## config.mk

```make
export PLATFORM = sky130hd
export DESIGN_NAME = fst_ctrl
export DESIGN_NICKNAME = d
export VERILOG_FILES = /design/src/rtl/fst_pkg.sv /design/src/rtl/fst_ctrl.sv
export SDC_FILE = /design/constraint.sdc
export NUM_CORES = 1
export LEC_CHECK = 0
export BUFFER_PORTS_ARGS = -buffer_cell sky130_fd_sc_hd__buf_4
export CAP_MARGIN = 40
export CELL_PAD_IN_SITES_DETAIL_PLACEMENT = 0
export CELL_PAD_IN_SITES_GLOBAL_PLACEMENT = 2
export CORE_UTILIZATION = 25
export DETAILED_ROUTE_END_ITERATION = 8
export GPL_TIMING_DRIVEN = 0
export PLACE_DENSITY = 0.65
export SETUP_SLACK_MARGIN = 0.15
export SYNTH_ARGS = -nofsm -noshare
export SYNTH_HDL_FRONTEND = slang
export SYNTH_SLANG_ARGS = --single-unit
```

## constraint.sdc

```tcl
create_clock -name i_clk -period 11.1 [get_ports i_clk]
set_input_delay 3.33 -clock i_clk [delete_from_list [all_inputs] [get_ports i_clk]]
set_output_delay 3.33 -clock i_clk [all_outputs]
set_load 0.02 [all_outputs]
```

## src/rtl/fst_pkg.sv

```systemverilog
// Shared constants, codes and types for the prefix sum tree unit.
package fst_pkg;

    localparam int DEF_MAX_POSITIONS = 1024;
    localparam int SIZE_W            = 11;
    localparam int KIND_W            = 2;
    localparam int DATA_W            = 32;

    localparam logic [SIZE_W-1:0] TREE_SIZE_RST = SIZE_W'(1024);

    localparam logic [KIND_W-1:0] KIND_ADD   = 2'd0;
    localparam logic [KIND_W-1:0] KIND_SUM   = 2'd1;
    localparam logic [KIND_W-1:0] KIND_CLEAR = 2'd2;

    typedef enum logic [3:0] {
        ST_IDLE  = 4'b0001,
        ST_CLEAR = 4'b0010,
        ST_ADD   = 4'b0100,
        ST_SUM   = 4'b1000
    } t_state;

endpackage

```

## src/rtl/fst_ctrl.sv

```systemverilog
// Tree walk sequencer: clear sweep, upward add walk, downward prefix sum walk.
module fst_ctrl
    import fst_pkg::*;
#(
    parameter int MAX_POSITIONS = DEF_MAX_POSITIONS,
    parameter int AW            = $clog2(DEF_MAX_POSITIONS),
    parameter int IW            = $clog2(DEF_MAX_POSITIONS + 1) + 1
) (
    input  logic              i_clk,
    input  logic              i_rst_n,
    input  logic              i_start,
    input  logic [KIND_W-1:0] i_kind,
    input  logic [SIZE_W-1:0] i_position,
    input  logic [DATA_W-1:0] i_delta,
    input  logic [IW-1:0]     i_size_n,
    output logic              o_busy,
    output logic              o_valid,
    output logic [DATA_W-1:0] o_total,
    output logic              o_we,
    output logic [AW-1:0]     o_waddr,
    output logic [DATA_W-1:0] o_wdata,
    output logic              o_re,
    output logic [AW-1:0]     o_raddr,
    input  logic [DATA_W-1:0] i_rd_data
);

    t_state            r_state, n_state;
    logic [IW-1:0]     r_idx, n_idx;
    logic [AW-1:0]     r_clr, n_clr;
    logic [DATA_W-1:0] r_acc, n_acc;
    logic [DATA_W-1:0] r_delta, n_delta;
    logic [DATA_W-1:0] r_total, n_total;
    logic              r_out_valid, n_out_valid;

    logic              pos_big;
    logic [IW-1:0]     pos_clamp;
    logic [IW-1:0]     up_idx;
    logic [IW-1:0]     down_idx;
    logic [IW-1:0]     rd_idx;
    logic [DATA_W-1:0] acc_sum;

    assign pos_big   = 32'(i_position) > 32'(i_size_n);
    assign pos_clamp = pos_big ? i_size_n : IW'(i_position);
    assign up_idx    = r_idx + (r_idx & (~r_idx + IW'(1)));
    assign down_idx  = r_idx & (r_idx - IW'(1));
    assign acc_sum   = r_acc + i_rd_data;

    always_comb begin
        n_state     = r_state;
        n_idx       = r_idx;
        n_clr       = r_clr;
        n_acc       = r_acc;
        n_delta     = r_delta;
        n_total     = r_total;
        n_out_valid = 1'b0;
        rd_idx      = r_idx;
        o_re        = 1'b0;
        o_we        = 1'b0;
        o_waddr     = AW'(r_idx - IW'(1));
        o_wdata     = i_rd_data + r_delta;
        case (r_state)
            ST_IDLE: begin
                if (i_start) begin
                    case (i_kind)
                        KIND_ADD: begin
                            // drop adds at position zero or past the size
                            if (i_position != '0 && !pos_big) begin
                                rd_idx  = pos_clamp;
                                o_re    = 1'b1;
                                n_idx   = pos_clamp;
                                n_delta = i_delta;
                                n_state = ST_ADD;
                            end
                        end
                        KIND_SUM: begin
                            if (pos_clamp == '0) begin
                                n_total     = '0;
                                n_out_valid = 1'b1;
                            end else begin
                                rd_idx  = pos_clamp;
                                o_re    = 1'b1;
                                n_idx   = pos_clamp;
                                n_acc   = '0;
                                n_state = ST_SUM;
                            end
                        end
                        KIND_CLEAR: begin
                            n_clr   = '0;
                            n_state = ST_CLEAR;
                        end
                        default: begin
                        end
                    endcase
                end
            end
            ST_CLEAR: begin
                o_we    = 1'b1;
                o_waddr = r_clr;
                o_wdata = '0;
                n_clr   = r_clr + AW'(1);
                if (r_clr == AW'(MAX_POSITIONS - 1)) begin
                    n_state = ST_IDLE;
                end
            end
            ST_ADD: begin
                // write back this node, fetch the parent in the same cycle
                o_we = 1'b1;
                if (up_idx <= i_size_n) begin
                    rd_idx = up_idx;
                    o_re   = 1'b1;
                    n_idx  = up_idx;
                end else begin
                    n_state = ST_IDLE;
                end
            end
            ST_SUM: begin
                n_acc = acc_sum;
                if (down_idx != '0) begin
                    rd_idx = down_idx;
                    o_re   = 1'b1;
                    n_idx  = down_idx;
                end else begin
                    n_total     = acc_sum;
                    n_out_valid = 1'b1;
                    n_state     = ST_IDLE;
                end
            end
            default: begin
                n_state = ST_IDLE;
            end
        endcase
        o_raddr = AW'(rd_idx - IW'(1));
    end

    always_ff @(posedge i_clk) begin
        if (!i_rst_n) begin
            r_state     <= ST_CLEAR;
            r_clr       <= '0;
            r_out_valid <= 1'b0;
        end else begin
            r_state     <= n_state;
            r_clr       <= n_clr;
            r_out_valid <= n_out_valid;
        end
    end

    always_ff @(posedge i_clk) begin
        r_idx   <= n_idx;
        r_acc   <= n_acc;
        r_delta <= n_delta;
        r_total <= n_total;
    end

    assign o_busy  = (r_state != ST_IDLE);
    assign o_valid = r_out_valid;
    assign o_total = r_total;

    a_add_in_range: assert property (@(posedge i_clk) disable iff (!i_rst_n)
        (r_state == ST_ADD) |-> (r_idx != '0 && r_idx <= i_size_n))
        else $error("add walk left the tree");

    a_no_rw_same_entry: assert property (@(posedge i_clk) disable iff (!i_rst_n)
        (o_re && o_we) |-> (o_raddr != o_waddr))
        else $error("read and write hit the same entry");

    a_sum_end_strobe: assert property (@(posedge i_clk) disable iff (!i_rst_n)
        (r_state == ST_SUM && down_idx == '0) |=> o_valid)
        else $error("finished query gave no result");

    a_strobe_source: assert property (@(posedge i_clk) disable iff (!i_rst_n)
        o_valid |-> $past(r_state == ST_SUM
                          || (r_state == ST_IDLE && i_start && i_kind == KIND_SUM)))
        else $error("result strobe without a query");

endmodule
```

-- After elaboration in Yosys (flattened, before gate mapping)
Index checks and enable logic that the tools add are counted.
- register bits after elaboration: 123
- input bits: 92
- word-level logic and storage cells: 95
- output and inout port bits: 88
- equality and inequality tests: 19
- bitwise operators: 3
- mux-type cells: 43
- order comparisons: 2
- reduce and logical (&&, ||, !) cells: 14
- add/sub/neg operators: 7
- operators by type and width (cell ; number):
    32-bit two-way mux ; 8
    32-bit case mux with 2 select lines ; 2
    12-bit two-way mux ; 6
    32-bit adder ; 2
    12-bit case mux with 3 select lines ; 1
    10-bit two-way mux ; 3
    12-bit bitwise AND ; 2
    4-bit two-way mux ; 6
    12-bit case mux with 2 select lines ; 1
    10-bit case mux with 2 select lines ; 1
    4-bit case mux with 4 select lines ; 1
    12-bit by 1-bit adder with 12-bit output, second input constant ; 1
    12-bit adder ; 1
    11-bit by 12-bit greater-than comparator with 1-bit output ; 1
    12-bit less-or-equal comparator ; 1
    12-bit zero test ; 1
    2-bit != test, second input constant ; 6
    12-bit NOT ; 1
    4-bit case mux with 3 select lines ; 1
    12-bit nonzero test ; 1
    12-bit by 1-bit subtractor with 12-bit output, second input constant ; 1
    11-bit nonzero test ; 1
    10-bit by 1-bit adder with 10-bit output, second input constant ; 1
    10-bit equality test, second input constant ; 1
    22 further kinds ; 37

-- Longest topological paths before layout
- depth in word-level cells: 8
- gate-level depth with buffers: 26

-- Worst setup path before layout
OpenSTA, ideal clock, no wires.
- path kind: input port to output port
- from: input port i_size_n[8]
- to: output port o_raddr[6]
- required time: 7.770 ns
- stages on the path: 14
- data arrival time: 6.782 ns
- slack: 0.988 ns
- path buffers: 1
- cells stage by stage: inv_1 ha_1 and4b_4 and2_4 a221oi_4 a21oi_2 buf_6 and3_1 o21ai_0 a21boi_0 ha_1 inv_1 or4_4 xnor2_2
- word-level cells in the longest chain between the ends: 8
- elaborated cells on any way between the ends: 13
- those cells by class: 1 x add/sub; 2 x order compare; 7 x mux; 3 x reduce/logical
- ends and longest elaborated chain (what ; RTL line ; source):
    start, declared ; fst_ctrl.sv:15 ; input logic [IW-1:0] i_size_n,
    11-bit by 12-bit greater-than comparator with 1-bit output ; fst_ctrl.sv:42 ; assign pos_big = 32'(i_position) > 32'(i_size_n);
    12-bit two-way mux or 1-bit zero test (tied branches) ; fst_ctrl.sv:43, fst_ctrl.sv:67 ;
    12-bit zero test or 1-bit logical AND (tied branches) ; fst_ctrl.sv:76, fst_ctrl.sv:67 ;
    12-bit two-way mux, on equally long branches ; fst_ctrl.sv:76, fst_ctrl.sv:67 ;
    12-bit case mux with 2 select lines ; - ;
    12-bit two-way mux ; fst_ctrl.sv:63 ; if (i_start) begin
    12-bit case mux with 3 select lines (*) ; fst_ctrl.sv:61 ; case (r_state)
    10-bit by 1-bit subtractor with 10-bit output (*) ; fst_ctrl.sv:132 ; o_raddr = AW'(rd_idx - IW'(1));
    end, declared ; fst_ctrl.sv:23 ; output logic [AW-1:0] o_raddr,
Every way passes the cells marked *; elsewhere a longest branch is shown, timed or not.

-- Worst setup path after layout
- from: input port i_size_n[9]
- to: output port o_raddr[6]
Same word-level chain as after synthesis.

==> flow_summary.toml <==
[outcome]
status = "finished, final reports clean"

[timing]
setup_viol = 0
fin_crit_ps = 10540
worst-slew-pin-transition_ps = 871
hold_viol = 0
slew_headroom_pct = 40.4
rsz0062_at_grt = "no"
finalSetupTns_ps = 0
fmax_mhz = 94.9
drv_slew = 0
min_period_over_period_pct = 95.0
finClkSkew_ps = 13.4

[worst_setup_path]
crit_path_end_kind = "output port"
arrival_ps = 7210
crit_type = "primary input to output port"
crit_chain = "buf_4, inv_1, ha_1, and4b_4, and2_4, a221oi_4, a21oi_2, buf_6, and3_1, o21ai_0, a21boi_0, ha_1, inv_1, or4_4, xnor2_2, buf_4"
cp_top_family = "compound AO/OA/AOI/OAI gates"
cpMaxStageDelayCell = "or4_4"
worstPathRequired_ps = 7770
slowest_delay_ps = 540
path_buf_inv = 5
crit_path_max_fanout = 10
cp-start-kind = "primary input"

[route]
antenna_left = 0
drc = 0
dr.pass1.iters = 5
avgViaCountPerCell = 4.79
drt-wirelength-per-cell_um = 18.6
drt-initial-drc-count = 343
routed-via-count = 8339
wl_um = 32400

[clocking]
cts-htree-levels = 4
numCtsBuffers = 17
clockBufferDepth = 2
cts_sinks = 123
clk_latency_ps = 430
post_cts_buffers = 0
cts_tree = "yes"
root_buffer = "clkbuf_16"
path_clk_slew_ps = 50

[placement]
gp_congestion = 0.811
placed_cells = 1707
portBuffers = 178
hpwl_um = 26400

[floorplan]
die_height_um = 198
design.core.area_mm2 = 0.0377
pin_count = 180
start_util_pct = 25.4
rows = 71
dieArea_mm2 = 0.0391
die_w_um = 198

[synthesis]
syn_area_per_cell_um2 = 9.45
netlist_area_mm2 = 0.00959
synth_warnings = 0
yosysSeqAreaShare_pct = 35.9
synth_edf_count = 98
async_flop_share_pct = 0
synth_area_leaders = "edfxtp_1, ha_1, dfxtp_1"
synth_top_area_share_pct = 30.7
synth_largest_area_cell = "edfxtp_1"
syn-num-nets = 1212
synthCells = 1014
synth-seq-cells = 123
synth-main-ff-cell = "edfxtp_1"
ys_types = 96

[global_route]
globalRouteMet1Util_pct = 23.8
first_global_vias = 8339
use_met3_pct = 2.83
globalRouteMet2Util_pct = 26.0
grt-busiest-layer = "met2"
grt_start_max_net_pins = 22
track_usage_pct = 16.7
grt_pass1_wl_um = 49200
antenna_found_initial = 3
grt_overflow = 0

[pwr]
power_density_mw_per_mm2 = 149
p_leak_nw = 5.16
ir_drop_uv = 95.1

[final_layout]
final_common_cell = "buf_4"
layout-drive-gt1-share_pct = 21.9
syn2layout_area_growth_pct = 28.4
final_cell_mix = "buf_4, nor2_1, ha_1, edfxtp_1, nand2_1"
stdcell_count = 1740
final_nets = 1413

[min_path]
hold_class = "register to register"

[job]
cap_violations = 0
## report_power, final
part / leakage, nW / internal, W / switching [W]
clock: 0.301 / 0.000358 / 0.000233
combinational: 3.76 / 0.000286 / 0.000414
sequential: 1.10 / 0.000509 / 0.0000327
total: 5.16 / 0.00115 / 0.000680
## through the flow
step	hold slack, ps	util (%)	cell area (µm²)	total power [W]	setup slack, ps
after floorplan	494	-	9590	0.000999	988
after CTS	548	32.6	12300	0.00186	392
final	540	32.7	12300	0.00183	560
after global routing	583	32.7	12300	0.00195	217
after detailed placement	530	31.0	11700	0.00126	417
after global placement	526	30.7	11600	0.00126	345
## path summary, 6_finish.rpt
check,startpoint,endpoint,slack [ps],depth (start not counted)
hold / removal,r_clr[6]$_SDFFE_PN0P_,r_clr[6]$_SDFFE_PN0P_,540,2
setup reg to reg,r_idx[0]$_DFF_P_,r_idx[6]$_DFF_P_,5600,22
setup / recovery,i_size_n[9],o_raddr[6],560,16
hold reg to reg,r_clr[6]$_SDFFE_PN0P_,r_clr[6]$_SDFFE_PN0P_,540,2
## kinds of logic after synthesis
family | after synthesis | share of synthesized area (%)
XOR/XNOR | 75 | 6.93
AND/OR/NAND/NOR | 355 | 18.6
AO/OA/AOI/OAI | 269 | 20.4
adder cells (fa/ha/maj) | 106 | 14.0
buffers and inverters | 78 | 3.20
multiplexers | 8 | 0.992
flip-flops | 123 | 35.9
## registers in the layout, summed over array words and instances, names as in the netlist
name     flops
r_delta     32
o_valid      1
r_idx       12
r_acc       32
r_state      4
o_total     32
r_clr       10
## cell type report
cell class                      count  area (µm²)
Inverter                           53         199
Sequential cell                   123        3440
Timing Repair Buffer              182        1420
Clock buffer                       17         425
Clock inverter                     15         189
Antenna cell                        1        2.50
Tap cell                          511         639
Buffer                             25         108
Multi-Input combinational cell    813        5880
Fill cell                        3996       25400
## worst register-to-register path: stages (launching register included)
cell and delay, ps:
dfxtp_1 550, inv_1 180, ha_1 260, inv_1 60
ha_1 290, nand3_1 150, a41oi_2 300, o21ai_0 190
a211oi_1 300, o21ai_0 120, a21bo_2 270, nand2_1 80
a21oi_1 70, o221a_2 300, ha_1 330, nand4_1 110
nor3_1 50, a21oi_1 210, a21oi_1 180, clkbuf_1 320
a22o_1 280, a2111oi_2 510, inv_1 210
## cells in the mapped netlist, types with 4 or more instances
cell type	number
mux2i_1	5
o21bai_1	6
o31ai_1	8
edfxtp_1	98
a21boi_0	7
nand2b_1	9
a211oi_1	9
and2_1	8
o21a_1	7
xnor2_1	37
o21ai_0	48
xor2_1	37
or3_1	8
a21oi_1	68
ha_1	104
a31oi_1	9
or2_2	6
nor2_1	112
nor3_1	28
nand4_1	16
a21o_1	35
clkbuf_1	21
and3_1	13
a211o_1	4
a22oi_1	5
nor2b_1	10
nand2_1	79
nor4_1	13
inv_1	52
nand3_1	25
dfxtp_1	25
## timing repair
action                                  CTS  global route
gates resized for setup                   0             1
hold buffers                              0             0
endpoints found under the hold margin     0             0
endpoints found under the setup margin    0             1
## metal layers
metal	share of wire (%)	up-vias
li1	-	4202
met1	50	3946
met2	45	159
met3	4.4	26
met4	1.0	6
met5	0.16	-
Note: power is estimated with default switching activity, not from simulation.
